File: src/rtl/lts_pkg.sv
`default_nettype none
package lts_pkg;

    // Widest index and count over the supported range of system orders.
    localparam int IDX_MAX_W = 6;
    localparam int CNT_MAX_W = 7;

    // Configuration register indexes.
    localparam int CFG_IDX_W  = 1;
    localparam int CFG_DATA_W = 5;
    localparam logic [CFG_IDX_W-1:0] CFG_ORDER = 1'd0;
    localparam logic [CFG_IDX_W-1:0] CFG_TRANS = 1'd1;

    // Input item kinds.
    localparam logic [1:0] KIND_L    = 2'd0;
    localparam logic [1:0] KIND_U    = 2'd1;
    localparam logic [1:0] KIND_PERM = 2'd2;
    localparam logic [1:0] KIND_RHS  = 2'd3;

    // Datapath operations.
    typedef enum logic [3:0] {
        OP_NONE,
        OP_LOAD,
        OP_PRM_WRITE,
        OP_ACC_INIT,
        OP_MUL,
        OP_ACC_SUB,
        OP_DIV_START,
        OP_VEC_WRITE,
        OP_CLEAR,
        OP_SCATTER,
        OP_OUT
    } t_op;

    // Source vector of a substitution pass.
    typedef enum logic [1:0] {
        SRC_A,
        SRC_B,
        SRC_R
    } t_src;

    // Controller to datapath command.
    typedef struct packed {
        t_op                  op;
        logic [IDX_MAX_W-1:0] vaddr;
        logic [IDX_MAX_W-1:0] mrow;
        logic [IDX_MAX_W-1:0] mcol;
        logic                 mat_u;
        t_src                 src_sel;
        logic                 dst_b;
        logic                 out_b;
        logic                 rhs_by_perm;
        logic [CNT_MAX_W-1:0] n;
        logic                 out_last;
    } t_cmd;

    // Datapath to controller status.
    typedef struct packed {
        logic solve_req;
        logic out_free;
        logic div_done;
    } t_stat;

endpackage
`default_nettype wire

File: src/rtl/lts_ctrl.sv
`default_nettype none
module lts_ctrl #(
    parameter int MAX_ORDER = 16
) (
    input  wire logic                            i_clk,
    input  wire logic                            i_rst_n,
    input  wire logic                            i_cfg_we,
    input  wire logic [lts_pkg::CFG_IDX_W-1:0]   i_cfg_idx,
    input  wire logic [lts_pkg::CFG_DATA_W-1:0]  i_cfg_data,
    input  wire logic                            i_in_valid,
    output logic                                 o_in_ready,
    input  wire lts_pkg::t_stat                  i_stat,
    output lts_pkg::t_cmd                        o_cmd
);
    import lts_pkg::*;

    localparam int CW = $clog2(MAX_ORDER + 1);

    typedef enum logic [17:0] {
        S_LOAD    = 18'h00001,
        S_PRM_RD  = 18'h00002,
        S_PRM_RR  = 18'h00004,
        S_PRM_WR  = 18'h00008,
        S_ROW_RD  = 18'h00010,
        S_ROW_INI = 18'h00020,
        S_TERM    = 18'h00040,
        S_MUL     = 18'h00080,
        S_ACC     = 18'h00100,
        S_DIAG_WT = 18'h00200,
        S_DIV_WT  = 18'h00400,
        S_CLR     = 18'h00800,
        S_SC_RD   = 18'h01000,
        S_SC_WR   = 18'h02000,
        S_OUT_RD  = 18'h04000,
        S_OUT_LD  = 18'h08000,
        S_DIV     = 18'h10000,
        S_SPARE   = 18'h20000
    } t_state;

    t_state        r_state, n_state;
    logic [CW-1:0] r_i, n_i;
    logic [CW-1:0] r_j, n_j;
    logic [CW-1:0] r_n, n_n;
    logic          r_bwd, n_bwd;
    logic [4:0]    r_order;
    logic          r_tr;
    logic [CW-1:0] n_eff;
    logic          fwd, row_last, cnt_last, term_go;
    logic [CW-1:0] col_sel;

    // Configuration registers.
    always_ff @(posedge i_clk) begin
        if (!i_rst_n) begin
            r_order <= 5'd16;
            r_tr    <= 1'b0;
        end else if (i_cfg_we) begin
            case (i_cfg_idx)
                CFG_ORDER: r_order <= i_cfg_data;
                CFG_TRANS: r_tr    <= i_cfg_data[0];
                default:   r_tr    <= r_tr;
            endcase
        end
    end

    // Order clamped to the range of the stores.
    always_comb begin
        if (r_order == 5'd0) begin
            n_eff = CW'(1);
        end else if (32'(r_order) > MAX_ORDER) begin
            n_eff = CW'(MAX_ORDER);
        end else begin
            n_eff = CW'(r_order);
        end
    end

    assign fwd      = !r_bwd;
    assign cnt_last = (r_i == r_n - CW'(1));
    assign row_last = fwd ? cnt_last : (r_i == '0);
    assign term_go  = fwd ? (r_j < r_i) : (r_j < r_n);
    assign col_sel  = (r_state == S_TERM && term_go) ? r_j : r_i;

    // Command fields that follow from the counters and the pass.
    always_comb begin
        o_cmd.op          = OP_NONE;
        o_cmd.vaddr       = IDX_MAX_W'(r_i);
        o_cmd.mrow        = IDX_MAX_W'(r_tr ? col_sel : r_i);
        o_cmd.mcol        = IDX_MAX_W'(r_tr ? r_i : col_sel);
        o_cmd.mat_u       = r_bwd ^ r_tr;
        o_cmd.src_sel     = r_bwd ? SRC_A : (r_tr ? SRC_R : SRC_B);
        o_cmd.dst_b       = r_bwd;
        o_cmd.out_b       = !r_tr;
        o_cmd.rhs_by_perm = (r_state == S_PRM_RR) || (r_state == S_PRM_WR);
        o_cmd.n           = CNT_MAX_W'(r_n);
        o_cmd.out_last    = cnt_last;
        if (r_state == S_TERM && term_go) begin
            o_cmd.vaddr = IDX_MAX_W'(r_j);
        end
        case (r_state)
            S_LOAD:    o_cmd.op = i_in_valid ? OP_LOAD : OP_NONE;
            S_PRM_WR:  o_cmd.op = OP_PRM_WRITE;
            S_ROW_INI: o_cmd.op = OP_ACC_INIT;
            S_MUL:     o_cmd.op = OP_MUL;
            S_ACC:     o_cmd.op = OP_ACC_SUB;
            S_DIAG_WT: o_cmd.op = OP_DIV_START;
            S_DIV_WT:  o_cmd.op = i_stat.div_done ? OP_VEC_WRITE : OP_NONE;
            S_CLR:     o_cmd.op = OP_CLEAR;
            S_SC_WR:   o_cmd.op = OP_SCATTER;
            S_OUT_LD:  o_cmd.op = i_stat.out_free ? OP_OUT : OP_NONE;
            default:   o_cmd.op = OP_NONE;
        endcase
    end

    assign o_in_ready = (r_state == S_LOAD);

    // Sequencer over plain-mode permute, two substitution passes, transpose-mode unpermute and output.
    always_comb begin
        n_state = r_state;
        n_i     = r_i;
        n_j     = r_j;
        n_n     = r_n;
        n_bwd   = r_bwd;
        case (r_state)
            S_LOAD: begin
                if (i_in_valid && i_stat.solve_req) begin
                    n_n     = n_eff;
                    n_i     = '0;
                    n_bwd   = 1'b0;
                    n_state = r_tr ? S_ROW_RD : S_PRM_RD;
                end
            end
            S_PRM_RD: n_state = S_PRM_RR;
            S_PRM_RR: n_state = S_PRM_WR;
            S_PRM_WR: begin
                if (cnt_last) begin
                    n_i     = '0;
                    n_state = S_ROW_RD;
                end else begin
                    n_i     = r_i + CW'(1);
                    n_state = S_PRM_RD;
                end
            end
            S_ROW_RD: n_state = S_ROW_INI;
            S_ROW_INI: begin
                n_j     = fwd ? '0 : (r_i + CW'(1));
                n_state = S_TERM;
            end
            S_TERM:    n_state = term_go ? S_MUL : S_DIAG_WT;
            S_MUL:     n_state = S_ACC;
            S_ACC: begin
                n_j     = r_j + CW'(1);
                n_state = S_TERM;
            end
            S_DIAG_WT: n_state = S_DIV;
            S_DIV:     n_state = S_DIV_WT;
            S_DIV_WT: begin
                if (i_stat.div_done) begin
                    if (!row_last) begin
                        n_i     = fwd ? (r_i + CW'(1)) : (r_i - CW'(1));
                        n_state = S_ROW_RD;
                    end else if (fwd) begin
                        n_bwd   = 1'b1;
                        n_i     = r_n - CW'(1);
                        n_state = S_ROW_RD;
                    end else begin
                        n_i     = '0;
                        n_state = r_tr ? S_CLR : S_OUT_RD;
                    end
                end
            end
            S_CLR: begin
                if (cnt_last) begin
                    n_i     = '0;
                    n_state = S_SC_RD;
                end else begin
                    n_i = r_i + CW'(1);
                end
            end
            S_SC_RD: n_state = S_SC_WR;
            S_SC_WR: begin
                if (cnt_last) begin
                    n_i     = '0;
                    n_state = S_OUT_RD;
                end else begin
                    n_i     = r_i + CW'(1);
                    n_state = S_SC_RD;
                end
            end
            S_OUT_RD: n_state = S_OUT_LD;
            S_OUT_LD: begin
                if (i_stat.out_free) begin
                    if (cnt_last) begin
                        n_state = S_LOAD;
                    end else begin
                        n_i     = r_i + CW'(1);
                        n_state = S_OUT_RD;
                    end
                end
            end
            default: n_state = S_LOAD;
        endcase
    end

    always_ff @(posedge i_clk) begin
        if (!i_rst_n) begin
            r_state <= S_LOAD;
            r_i     <= '0;
            r_j     <= '0;
            r_n     <= CW'(1);
            r_bwd   <= 1'b0;
        end else begin
            r_state <= n_state;
            r_i     <= n_i;
            r_j     <= n_j;
            r_n     <= n_n;
            r_bwd   <= n_bwd;
        end
    end
endmodule
`default_nettype wire

File: config.mk
export PLATFORM = sky130hd
export DESIGN_NAME = lts_ctrl
export DESIGN_NICKNAME = d
export VERILOG_FILES = /design/src/rtl/lts_pkg.sv /design/src/rtl/lts_ctrl.sv
export SDC_FILE = /design/constraint.sdc
export NUM_CORES = 1
export LEC_CHECK = 0
export ABC_AREA = 1
export ABC_CLOCK_PERIOD_IN_PS = 4700
export BUFFER_PORTS_ARGS = -buffer_cell sky130_fd_sc_hd__buf_2
export CORE_MARGIN = 2
export CORE_UTILIZATION = 62
export DETAILED_ROUTE_END_ITERATION = 8
export GPL_TIMING_DRIVEN = 0
export PLACE_DENSITY = 0.86
export SLEW_MARGIN = 20
export SYNTH_ARGS = -nofsm -noshare
export SYNTH_HDL_FRONTEND = slang
export SYNTH_SLANG_ARGS = --single-unit
File: constraint.sdc
create_clock -name i_clk -period 4.7 [get_ports i_clk]
set_input_delay 0.705 -clock i_clk [delete_from_list [all_inputs] [get_ports i_clk]]
set_output_delay 0.705 -clock i_clk [all_outputs]
set_load 0.05 [all_outputs]
Yosys cells after proc, flatten, opt, wreduce, memory -nomap -nowiden
Index checks and enable logic that the tools add are counted.
- muxes and demuxes: 42
- add/sub/neg operators: 4
- reductions and logical operators: 17
- equality and inequality tests: 24
- bitwise logic cells: 2
- order comparisons: 3
- operators with widths (operator ; count):
    one-hot mux 18 bit (16 select lines) ; 1
    2-to-1 mux 5 bit ; 17
    2-to-1 mux 15 bit ; 5
    2-to-1 mux 18 bit ; 4
    one-hot mux 4 bit (10 select lines) ; 1
    one-hot mux 5 bit (4 select lines) ; 1
    equality test 18 x 1 -> 1 bit (second input constant) ; 1
    equality test 18 x 10 -> 1 bit (second input constant) ; 1
    equality test 18 x 11 -> 1 bit (second input constant) ; 1
    equality test 18 x 12 -> 1 bit (second input constant) ; 1
    equality test 18 x 13 -> 1 bit (second input constant) ; 1
    equality test 18 x 14 -> 1 bit (second input constant) ; 1
    equality test 18 x 15 -> 1 bit (second input constant) ; 1
    equality test 18 x 16 -> 1 bit (second input constant) ; 1
    equality test 18 x 17 -> 1 bit (second input constant) ; 1
    equality test 18 x 2 -> 1 bit (second input constant) ; 1
    equality test 18 x 3 -> 1 bit (second input constant) ; 1
    equality test 18 x 4 -> 1 bit (second input constant) ; 1
    equality test 18 x 5 -> 1 bit (second input constant) ; 1
    equality test 18 x 6 -> 1 bit (second input constant) ; 1
    equality test 18 x 7 -> 1 bit (second input constant) ; 1
    equality test 18 x 8 -> 1 bit (second input constant) ; 1
    equality test 18 x 9 -> 1 bit (second input constant) ; 1
    adder 5 x 1 -> 5 bit (second input constant) ; 2
    other kinds (26) ; 44
- register bits: 40

Longest topological paths before layout
Gate-level depths: netlist of run 1.
- depth after elaboration: 6
- gate-level depth with buffers: 16
- depth with buffers taken out: 15

Worst setup path after synthesis of run 1
OpenSTA, ideal clock, no wires.
- kind: reg-to-output
- start point: register r_n[4]
- end point: output o_cmd[17] in the netlist's numbering
- path buffers: 0
- arrival: 2873 ps
- cell stages (with the launch flop): 13
- data required time: 3995 ps
- path slack: 1122 ps
- path through: dfxtp_1 inv_1 ha_1 nand2_1 nor2_1 o21ai_0 o2111ai_1 o31ai_1 nand2_2 nand2_1 o21a_1 nand2_1 o21ai_0
- RTL lines (element ; line ; source):
    from (decl) ; lts_ctrl.sv:43 ; logic [CW-1:0] r_n, n_n;
    from (signal assigned) ; lts_ctrl.sv:214 ; r_n <= n_n;
    to (decl) ; lts_ctrl.sv:13 ; output lts_pkg::t_cmd o_cmd

==> impl_metrics.env, run 1 <==
export IMPL_core_area_mm2=0.00507
export IMPL_syn_area_mm2=0.00322
export IMPL_cts_sinks=39
export IMPL_grt_pass1_wl_mm=14.9
export IMPL_setup_tns_ns=0
export IMPL_die_y_um=76.1
export IMPL_syn2layout_area_growth_pct=13.6
export IMPL_synth_top_area_cell="dfxtp_1"
export IMPL_cp_max_fo=10
export IMPL_rows=26
export IMPL_hold_violations=0
export IMPL_clk_pin_slew_worst_paths_ns=0.09
export IMPL_cts_setup_buffers=0
export IMPL_synth_area_leaders="dfxtp_1 24%, nand2_1 13%, nand3_1 9.3%, ha_1 6.2%, nor2_1 5.1%"
export IMPL_status="finished clean"
export IMPL_cp_slowest_cell="ha_1"
export IMPL_hold_buffers=0
export IMPL_slew_violations=0
export IMPL_drtIter0Drc=354
export IMPL_io_pins=50
export IMPL_synth_area_per_cell_um2=6.49
export IMPL_power_density_mw_per_mm2=343
export IMPL_synth_top_area_share=0.242
export IMPL_start_util=0.635
export IMPL_rrSetupSlack_ns=2.49
export IMPL_first_pass_iters=5
export IMPL_cts_tree="yes"
export IMPL_grtUsageTotal=0.315
export IMPL_grt_setup_unrepaired="no"
export IMPL_fillers=468
export IMPL_drv_cap=0
export IMPL_synth_seq_cells=39
export IMPL_period_share=0.798
export IMPL_die_area_mm2=0.00579
export IMPL_final_common_cell="nand2_1"
export IMPL_yosys_warnings=0
export IMPL_end_kind="primary output"
export IMPL_peakVddDrop_uv=311
export IMPL_setup_viol=0
export IMPL_fin_crit_ns=3.75
export IMPL_globalplace_congestion=0.950
export IMPL_vias_per_cell=5.73
export IMPL_cp_cell_sequence="clkinv_1 > ha_1 > a21oi_1 > o21ai_0 > o31ai_1 > nand2_2 > nand2_1 > o21a_1 > nand2_1 > o21ai_0 > buf_2"
export IMPL_skew_ns=0.0171
export IMPL_timing_max_slew_rel_slack=0.588
export IMPL_numCtsBuffers=5
export IMPL_die_width_um=76.1
export IMPL_regArea_um2=781
export IMPL_tightest_slew_ns=0.618
export IMPL_clock_latency_ns=0.31
export IMPL_detail_route_antenna_nets=0
export IMPL_setup_worst_path_class="reg -> out"
export IMPL_worstPathArrival_ns=3.04
export IMPL_dpl_hpwl_mm=7.11
export IMPL_ctsResizeCount=0
export IMPL_ctsHtreeMaxLevel=2
export IMPL_root_buffer="clkbuf_8"
export IMPL_drive_gt1_frac=0.223
export IMPL_postSynthCellCount=496
export IMPL_cts_buffer_depth=2
export IMPL_antenna_found_initial=0
export IMPL_hold_path_class="reg -> reg"
export IMPL_diodes=0
export IMPL_critPathRequiredTime_ns=3.99
export IMPL_nNetsFinal=580
export IMPL_grt_pass1_vias=3131
export IMPL_max_freq_mhz=267
export IMPL_route_vias_total=3562
export IMPL_crit_buf_inv=2
export IMPL_synth_seq_area_share=0.242
export IMPL_critPathMaxStageDelay_ns=0.42
export IMPL_route_detailed_wl_per_inst_um=14.6
export IMPL_layout_common_cells="112 x nand2_1, 60 x nand3_1, 44 x nor2_1, 44 x buf_2"
export IMPL_finalWirelength_mm=9.08
export IMPL_drc_errors=0
export IMPL_path_delay_family="compound AO/OA/AOI/OAI gates"
export IMPL_multi_input_area_mm2=0.00211
export IMPL_yosysUniqueCellTypes=44
export IMPL_cp_start_kind="register"
export IMPL_grt_start_max_net_pins=15
export IMPL_p_leak_nw=1.82
export IMPL_post_route_util=0.721
export IMPL_grt_overflow=0
export IMPL_port_buffers=44
worst min-delay path: stages, from the launching register on:
cell,delay [ns]
dfxtp_1,0.33
nand2_1,0.06
nand3_1,0.05
registers in the layout (all words and copies together) (netlist names):
register	count
r_state	17
r_bwd	1
r_tr	1
r_n	5
r_j	5
r_i	5
r_order	5
path summary, 6_finish.rpt:
path	cells past startpoint	startpoint	to
max reg2reg	16	r_n[0]	r_i[0]
max	11	r_i[4]	o_cmd[18]
min	2	r_order[4]	r_order[4]
min reg2reg	2	r_order[4]	r_order[4]
area by class of cell:
type	count	share of cell area
Clock buffer	5	0.0188
Inverter	59	0.0612
Clock inverter	3	0.0130
Buffer	18	0.0318
Timing Repair Buffer	44	0.0602
Sequential cell	39	0.213
Tap cell	70	0.0239
Multi-Input combinational cell	384	0.578
logic make-up (layout without fill, tap and decap cells):
kind of cell,after synthesis,count (layout),share of synthesized area
AO/OA/AOI/OAI,73,73,0.129
XOR/XNOR,7,7,0.0190
adder cells (fa/ha/maj),16,16,0.0622
buffers and inverters,77,129,0.106
flip-flops,39,39,0.242
other,1,5,0.00116
AND/OR/NAND/NOR,283,283,0.440
synth_stat cells, drive strengths merged:
cell type	count
clkbuf	7
o21ai	28
a21oi	25
ha	16
dfxtp	39
o211ai	1
conb	1
nand4	14
inv	56
a22oi	1
buf	11
a211oi	1
clkinv	3
o221ai	1
nor4	2
o2111ai	1
nand3b	2
a31oi	3
nor3	15
nor3b	3
o31ai	2
nand2	120
or2	1
xnor2	2
xor2	5
nand3	69
o21a	7
o22ai	3
nor2	57
layer usage:
metal / global-route usage / vias up / part of all wire
li1: - / 1755 / -
met1: 0.432 / 1634 / 0.44
met2: 0.514 / 151 / 0.46
met3: 0.0592 / 22 / 0.080
met4: 0.0764 / 0 / 0.019
met5: 0 / - / 0
power breakdown:
part / switching, W / leakage, nW / internal [W]
clock network: 0.000139 / 0.0587 / 0.000161
logic: 0.000419 / 1.44 / 0.000175
registers: 0.0000158 / 0.316 / 0.000346
total: 0.000574 / 1.82 / 0.000682
metrics by stage:
step	hold slack, ns	total power (W)	std cells	setup slack (ns)	area (µm²)
4_1_cts	0.489	0.00124	622	1.01	3660
2_1_floorplan	0.445	0.000827	500	1.12	3240
3_5_place_dp	0.469	0.000949	614	1.37	3540
6_report	0.485	0.00126	622	0.950	3660
3_3_place_gp	0.461	0.000940	614	1.44	3540
5_1_grt	0.506	0.00132	622	0.699	3660
(Power assumes the default switching activity.)
==> run 2: changes to the inputs <==
--- a/config.mk
+++ b/config.mk
@@ -6,13 +6,13 @@
 export NUM_CORES = 1
 export LEC_CHECK = 0
 export ABC_AREA = 1
-export ABC_CLOCK_PERIOD_IN_PS = 4700
+export ABC_CLOCK_PERIOD_IN_PS = 3900
 export BUFFER_PORTS_ARGS = -buffer_cell sky130_fd_sc_hd__buf_2
 export CORE_MARGIN = 2
-export CORE_UTILIZATION = 62
+export CORE_UTILIZATION = 58
 export DETAILED_ROUTE_END_ITERATION = 8
 export GPL_TIMING_DRIVEN = 0
-export PLACE_DENSITY = 0.86
+export PLACE_DENSITY = 0.81
 export SLEW_MARGIN = 20
 export SYNTH_ARGS = -nofsm -noshare
 export SYNTH_HDL_FRONTEND = slang
==> constraint.sdc (replaced) <==
create_clock -name i_clk -period 3.9 [get_ports i_clk]
set_input_delay 0.585 -clock i_clk [delete_from_list [all_inputs] [get_ports i_clk]]
set_output_delay 0.585 -clock i_clk [all_outputs]
set_load 0.05 [all_outputs]
==> run 2 against run 1 <==
Against the previous run:
- sequential power is 20% higher
- count of clock-buffer cells in the layout unchanged
- cell area barely moved
- flip-flop and latch count did not move
- global-route usage down 1.3 points
- die area is 6.5% higher
- register-to-register slack got worse by 0.80 ns
- worst setup slack got worse by 0.61 ns
- utilization decreased by 4.8 points
- largest power group unchanged
- first-iteration DRC count shrank 16%
- highest routed layer is now met5
==> impl_metrics.env, run 2 (synthesis results as in run 1) <==
export IMPL_route_vias_total=3551
export IMPL_peakVddDrop_uv=307
export IMPL_syn2layout_area_growth_pct=13.7
export IMPL_detail_route_antenna_nets=0
export IMPL_slew_violations=0
export IMPL_cp_start_kind="register"
export IMPL_period_share=0.913
export IMPL_die_area_mm2=0.00616
export IMPL_status="finished clean"
export IMPL_drive_gt1_frac=0.223
export IMPL_grt_setup_unrepaired="no"
export IMPL_p_leak_nw=1.82
export IMPL_worst_hold_path_num_cells=3
export IMPL_regMostFlops="r_state"
export IMPL_largest_reg_flops=17
export IMPL_numCtsBuffers=5
export IMPL_core_area_mm2=0.00544
export IMPL_final_common_cell="nand2_1"
export IMPL_end_kind="primary output"
export IMPL_port_buffers=44
export IMPL_grt_overflow=0
export IMPL_hold_path_class="in -> reg"
export IMPL_drv_cap=0
export IMPL_start_util=0.592
export IMPL_vias_per_cell=5.69
export IMPL_root_buffer="clkbuf_8"
export IMPL_grtUsageTotal=0.302
export IMPL_grt_pass1_vias=3115
export IMPL_cp_max_fo=10
export IMPL_rows=27
export IMPL_setup_viol=0
export IMPL_hold_buffers=0
export IMPL_ctsHtreeMaxLevel=2
export IMPL_route_detailed_wl_per_inst_um=14.5
export IMPL_grt_pass1_wl_mm=14.8
export IMPL_drc_errors=0
export IMPL_die_width_um=78.5
export IMPL_io_pins=50
export IMPL_timing_max_slew_rel_slack=0.578
export IMPL_post_route_util=0.673
export IMPL_diodes=0
export IMPL_cts_buffer_depth=2
export IMPL_skew_ns=0.00533
export IMPL_cts_setup_buffers=0
export IMPL_die_y_um=78.5
export IMPL_critPathRequiredTime_ns=3.31
export IMPL_power_density_mw_per_mm2=411
export IMPL_nNetsFinal=580
export IMPL_ctsResizeCount=0
export IMPL_clk_pin_slew_worst_paths_ns=0.09
export IMPL_clock_latency_ns=0.30
export IMPL_setup_tns_ns=0
export IMPL_rr_worst_depth=16
export IMPL_dpl_hpwl_mm=7.06
export IMPL_grt_start_max_net_pins=15
export IMPL_cts_tree="yes"
export IMPL_layout_common_cells="112 x nand2_1, 60 x nand3_1, 44 x nor2_1, 44 x buf_2"
export IMPL_cts_sinks=39
export IMPL_tightest_slew_ns=0.633
export IMPL_setup_worst_path_class="reg -> out"
export IMPL_finalWirelength_mm=9.06
export IMPL_first_pass_iters=5
export IMPL_antenna_found_initial=1
export IMPL_fillers=503
export IMPL_fin_crit_ns=3.56
export IMPL_worstPathArrival_ns=2.98
export IMPL_hold_violations=0
export IMPL_globalplace_congestion=0.983
export IMPL_max_freq_mhz=281
export IMPL_drtIter0Drc=299
==> run 2: final cells by class <==
cell class / instances / area, µm² / share of cell area
Buffer: 18 / 116 / 0.0318
Clock buffer: 5 / 68.8 / 0.0188
Clock inverter: 3 / 47.5 / 0.0130
Inverter: 59 / 224 / 0.0612
Multi-Input combinational cell: 384 / 2110 / 0.577
Sequential cell: 39 / 781 / 0.213
Tap cell: 72 / 90.1 / 0.0246
Timing Repair Buffer: 44 / 220 / 0.0601
==> run 2: routing by layer <==
layer  track usage  routed length (µm)
met5             0                  13
met3        0.0586                 759
met2         0.479                4110
met1         0.414                4000
met4        0.0930                 176
==> run 2: through the flow <==
stage / instance area, µm² / hold WS [ns] / power (W) / setup slack (ns) / cells
finish: 3660 / 0.490 / 0.00151 / 0.340 / 624
global route: 3660 / 0.499 / 0.00158 / 0.147 / 624
CTS: 3660 / 0.487 / 0.00150 / 0.357 / 624
floorplan: 3240 / 0.445 / 0.000996 / 0.442 / 500
global placement: 3550 / 0.466 / 0.00113 / 0.781 / 616
detailed placement: 3550 / 0.471 / 0.00114 / 0.699 / 616
==> run 2: critical path: stages (launching register included) <==
cell and delay (ns):
dfxtp_1 0.39, clkinv_1 0.27, ha_1 0.41, a21oi_1 0.14, o21ai_0 0.09, o31ai_1 0.41
nand2_2 0.24, nand2_1 0.11, o21a_1 0.17, nand2_1 0.06, o21ai_1 0.10, buf_2 0.28
==> run 2: report_power, final <==
| group | total, W | internal, W | switching [W] | leakage (nW) |
|---|---|---|---|---|
| Clock | 0.000359 | 0.000194 | 0.000165 | 0.0587 |
| Sequential | 0.000435 | 0.000417 | 0.0000182 | 0.316 |
| Combinational | 0.000712 | 0.000211 | 0.000501 | 1.44 |
| Total | 0.00151 | 0.000822 | 0.000684 | 1.82 |
==> run 2: final timing paths <==
kind / startpoint / end / slack, ns
max: r_i[4] / o_cmd[16] / 0.34
min: i_cfg_data[4] / r_order[4] / 0.49
max reg2reg: r_n[0] / r_i[3] / 1.69
min reg2reg: r_order[4] / r_order[4] / 0.49
==> run 3: changes to the inputs <==
--- a/config.mk
+++ b/config.mk
@@ -8,11 +8,14 @@
 export ABC_AREA = 1
 export ABC_CLOCK_PERIOD_IN_PS = 3900
 export BUFFER_PORTS_ARGS = -buffer_cell sky130_fd_sc_hd__buf_2
+export CELL_PAD_IN_SITES_DETAIL_PLACEMENT = 1
+export CELL_PAD_IN_SITES_GLOBAL_PLACEMENT = 1
 export CORE_MARGIN = 2
-export CORE_UTILIZATION = 58
+export CORE_UTILIZATION = 40
+export CTS_CLUSTER_SIZE = 8
 export DETAILED_ROUTE_END_ITERATION = 8
 export GPL_TIMING_DRIVEN = 0
-export PLACE_DENSITY = 0.81
+export PLACE_DENSITY_LB_ADDON = 0.1
 export SLEW_MARGIN = 20
 export SYNTH_ARGS = -nofsm -noshare
 export SYNTH_HDL_FRONTEND = slang
==> run 3 against run 2 <==
Against the previous run:
- sequential share of layout area shrank 0.24 points
- register-to-register slack lost 0.08 ns
- maximum frequency grew 1.8%
- utilization shrank 20 points
- critical path type unchanged
==> impl_metrics.env, run 3 (synthesis results as in run 1) <==
export IMPL_diodes=0
export IMPL_worstPathArrival_ns=2.91
export IMPL_hold_path_class="in -> reg"
export IMPL_largest_reg_flops=17
export IMPL_vias_per_cell=5.42
export IMPL_regMostFlops="r_state"
export IMPL_layout_common_cells="112 x nand2_1, 60 x nand3_1, 44 x nor2_1, 44 x buf_2"
export IMPL_root_buffer="clkbuf_8"
export IMPL_die_y_um=93.7
export IMPL_antenna_found_initial=0
export IMPL_slew_violations=0
export IMPL_cts_buffer_depth=2
export IMPL_drive_gt1_frac=0.225
export IMPL_period_share=0.897
export IMPL_timing_max_slew_rel_slack=0.566
export IMPL_tightest_slew_ns=0.651
export IMPL_grt_start_max_net_pins=15
export IMPL_clock_latency_ns=0.31
export IMPL_cts_sinks=39
export IMPL_grt_pass1_wl_mm=18.2
export IMPL_grt_pass1_vias=3522
export IMPL_fillers=1108
export IMPL_dpl_hpwl_mm=8.71
export IMPL_fin_crit_ns=3.50
export IMPL_die_area_mm2=0.00879
export IMPL_setup_tns_ns=0
export IMPL_grtUsageTotal=0.263
export IMPL_critPathMaxStageDelay_ns=0.42
export IMPL_nNetsFinal=580
export IMPL_grt_setup_unrepaired="no"
export IMPL_setup_worst_path_class="reg -> out"
export IMPL_route_vias_total=3545
export IMPL_p_leak_nw=1.82
export IMPL_cp_max_fo=10
export IMPL_cp_start_kind="register"
export IMPL_critPathRequiredTime_ns=3.31
export IMPL_cp_cell_sequence="clkinv_1 > ha_1 > a21oi_1 > o21ai_0 > o31ai_2 > nand2_2 > nand2_1 > o21a_1 > nand2_1 > o21ai_0 > buf_2"
export IMPL_multi_input_area_mm2=0.00212
export IMPL_drtIter0Drc=135
export IMPL_power_w=0.00154
export IMPL_max_freq_mhz=286
export IMPL_hold_violations=0
export IMPL_port_buffers=44
export IMPL_drv_cap=0
export IMPL_skew_ns=0.00829
export IMPL_grt_overflow=0
export IMPL_final_common_cell="nand2_1"
export IMPL_power_density_mw_per_mm2=416
export IMPL_start_util=0.415
export IMPL_end_kind="primary output"
export IMPL_detail_route_antenna_nets=0
export IMPL_setup_viol=0
export IMPL_core_area_mm2=0.00777
export IMPL_peakVddDrop_uv=176
export IMPL_status="finished clean"
export IMPL_first_pass_iters=4
export IMPL_drc_errors=0
export IMPL_cts_tree="yes"
export IMPL_ctsHtreeMaxLevel=2
export IMPL_die_width_um=93.7
export IMPL_io_pins=50
export IMPL_syn2layout_area_growth_pct=15.0
export IMPL_numCtsBuffers=5
export IMPL_globalplace_congestion=0.876
export IMPL_cp_slowest_cell="ha_1"
export IMPL_route_detailed_wl_per_inst_um=16.6
export IMPL_regArea_um2=781
export IMPL_rrSetupSlack_ns=1.61
export IMPL_finalWirelength_mm=10.9
export IMPL_clk_pin_slew_worst_paths_ns=0.10
export IMPL_rows=32
==> run 3: changes by cell type in the layout (fill, tap and decap cells not counted), sizes merged <==
cell | previous run | this run
clkinvlp | 0 | 1
clkinv | 4 | 3
==> run 3: report_power, final <==
part / internal [W] / switching [W]
clock: 0.000193 / 0.000177
sequential: 0.000417 / 0.0000219
combinational: 0.000211 / 0.000520
total: 0.000821 / 0.000719
==> run 3: cell type report <==
cell class / count / share of cell area
buffer: 18 / 0.0314
clock buffer: 5 / 0.0186
clock inverter: 3 / 0.0125
inverter: 59 / 0.0605
multi-input combinational: 384 / 0.572
sequential: 39 / 0.211
tap: 102 / 0.0345
timing repair buffer: 44 / 0.0595
==> run 3: timing repair <==
item / 4_1_cts / 5_1_grt
hold endpoints to repair: 0 / 0
resized for setup: 0 / 1
endpoints found under the setup margin: 0 / 4
buffers inserted: 0 / 0
hold buffers: 0 / 0
==> run 3: worst paths after layout <==
kind | from | to | depth (start not counted)
worst max-delay path | r_i[4] | o_cmd[20] | 11
worst min-delay path | i_cfg_data[4] | r_order[4] | 3
worst max register to register | r_n[0] | r_i[3] | 16
worst min register to register | r_order[4] | r_order[4] | 2
==> run 3: metal layers <==
layer	GRT usage	part of all wire	vias to the layer above
met4	0.0350	0.0058	0
li1	-	-	1758
met3	0.0313	0.033	7
met1	0.375	0.49	1719
met5	0	0	-
met2	0.436	0.47	61
==> run 3: per-stage QoR <==
step            util  hold WS, ns  worst slack [ns]  area (µm²)  cells
3_5_place_dp   0.461        0.477             0.603        3580    646
2_1_floorplan      -        0.445             0.442        3240    500
4_1_cts        0.476        0.477             0.264        3700    654
6_report       0.477        0.480             0.402        3700    654
3_3_place_gp   0.461        0.475             0.674        3580    646
5_1_grt        0.477        0.482            0.0677        3700    654
==> run 3: worst max-delay path, delay by kind of cell (launching register included) <==
family,cells,cell delay [ns]
AO/OA/AOI/OAI,5,0.85
buffers and inverters,2,0.56
adder cells (fa/ha/maj),1,0.42
flip-flops,1,0.41
AND/OR/NAND/NOR,3,0.38
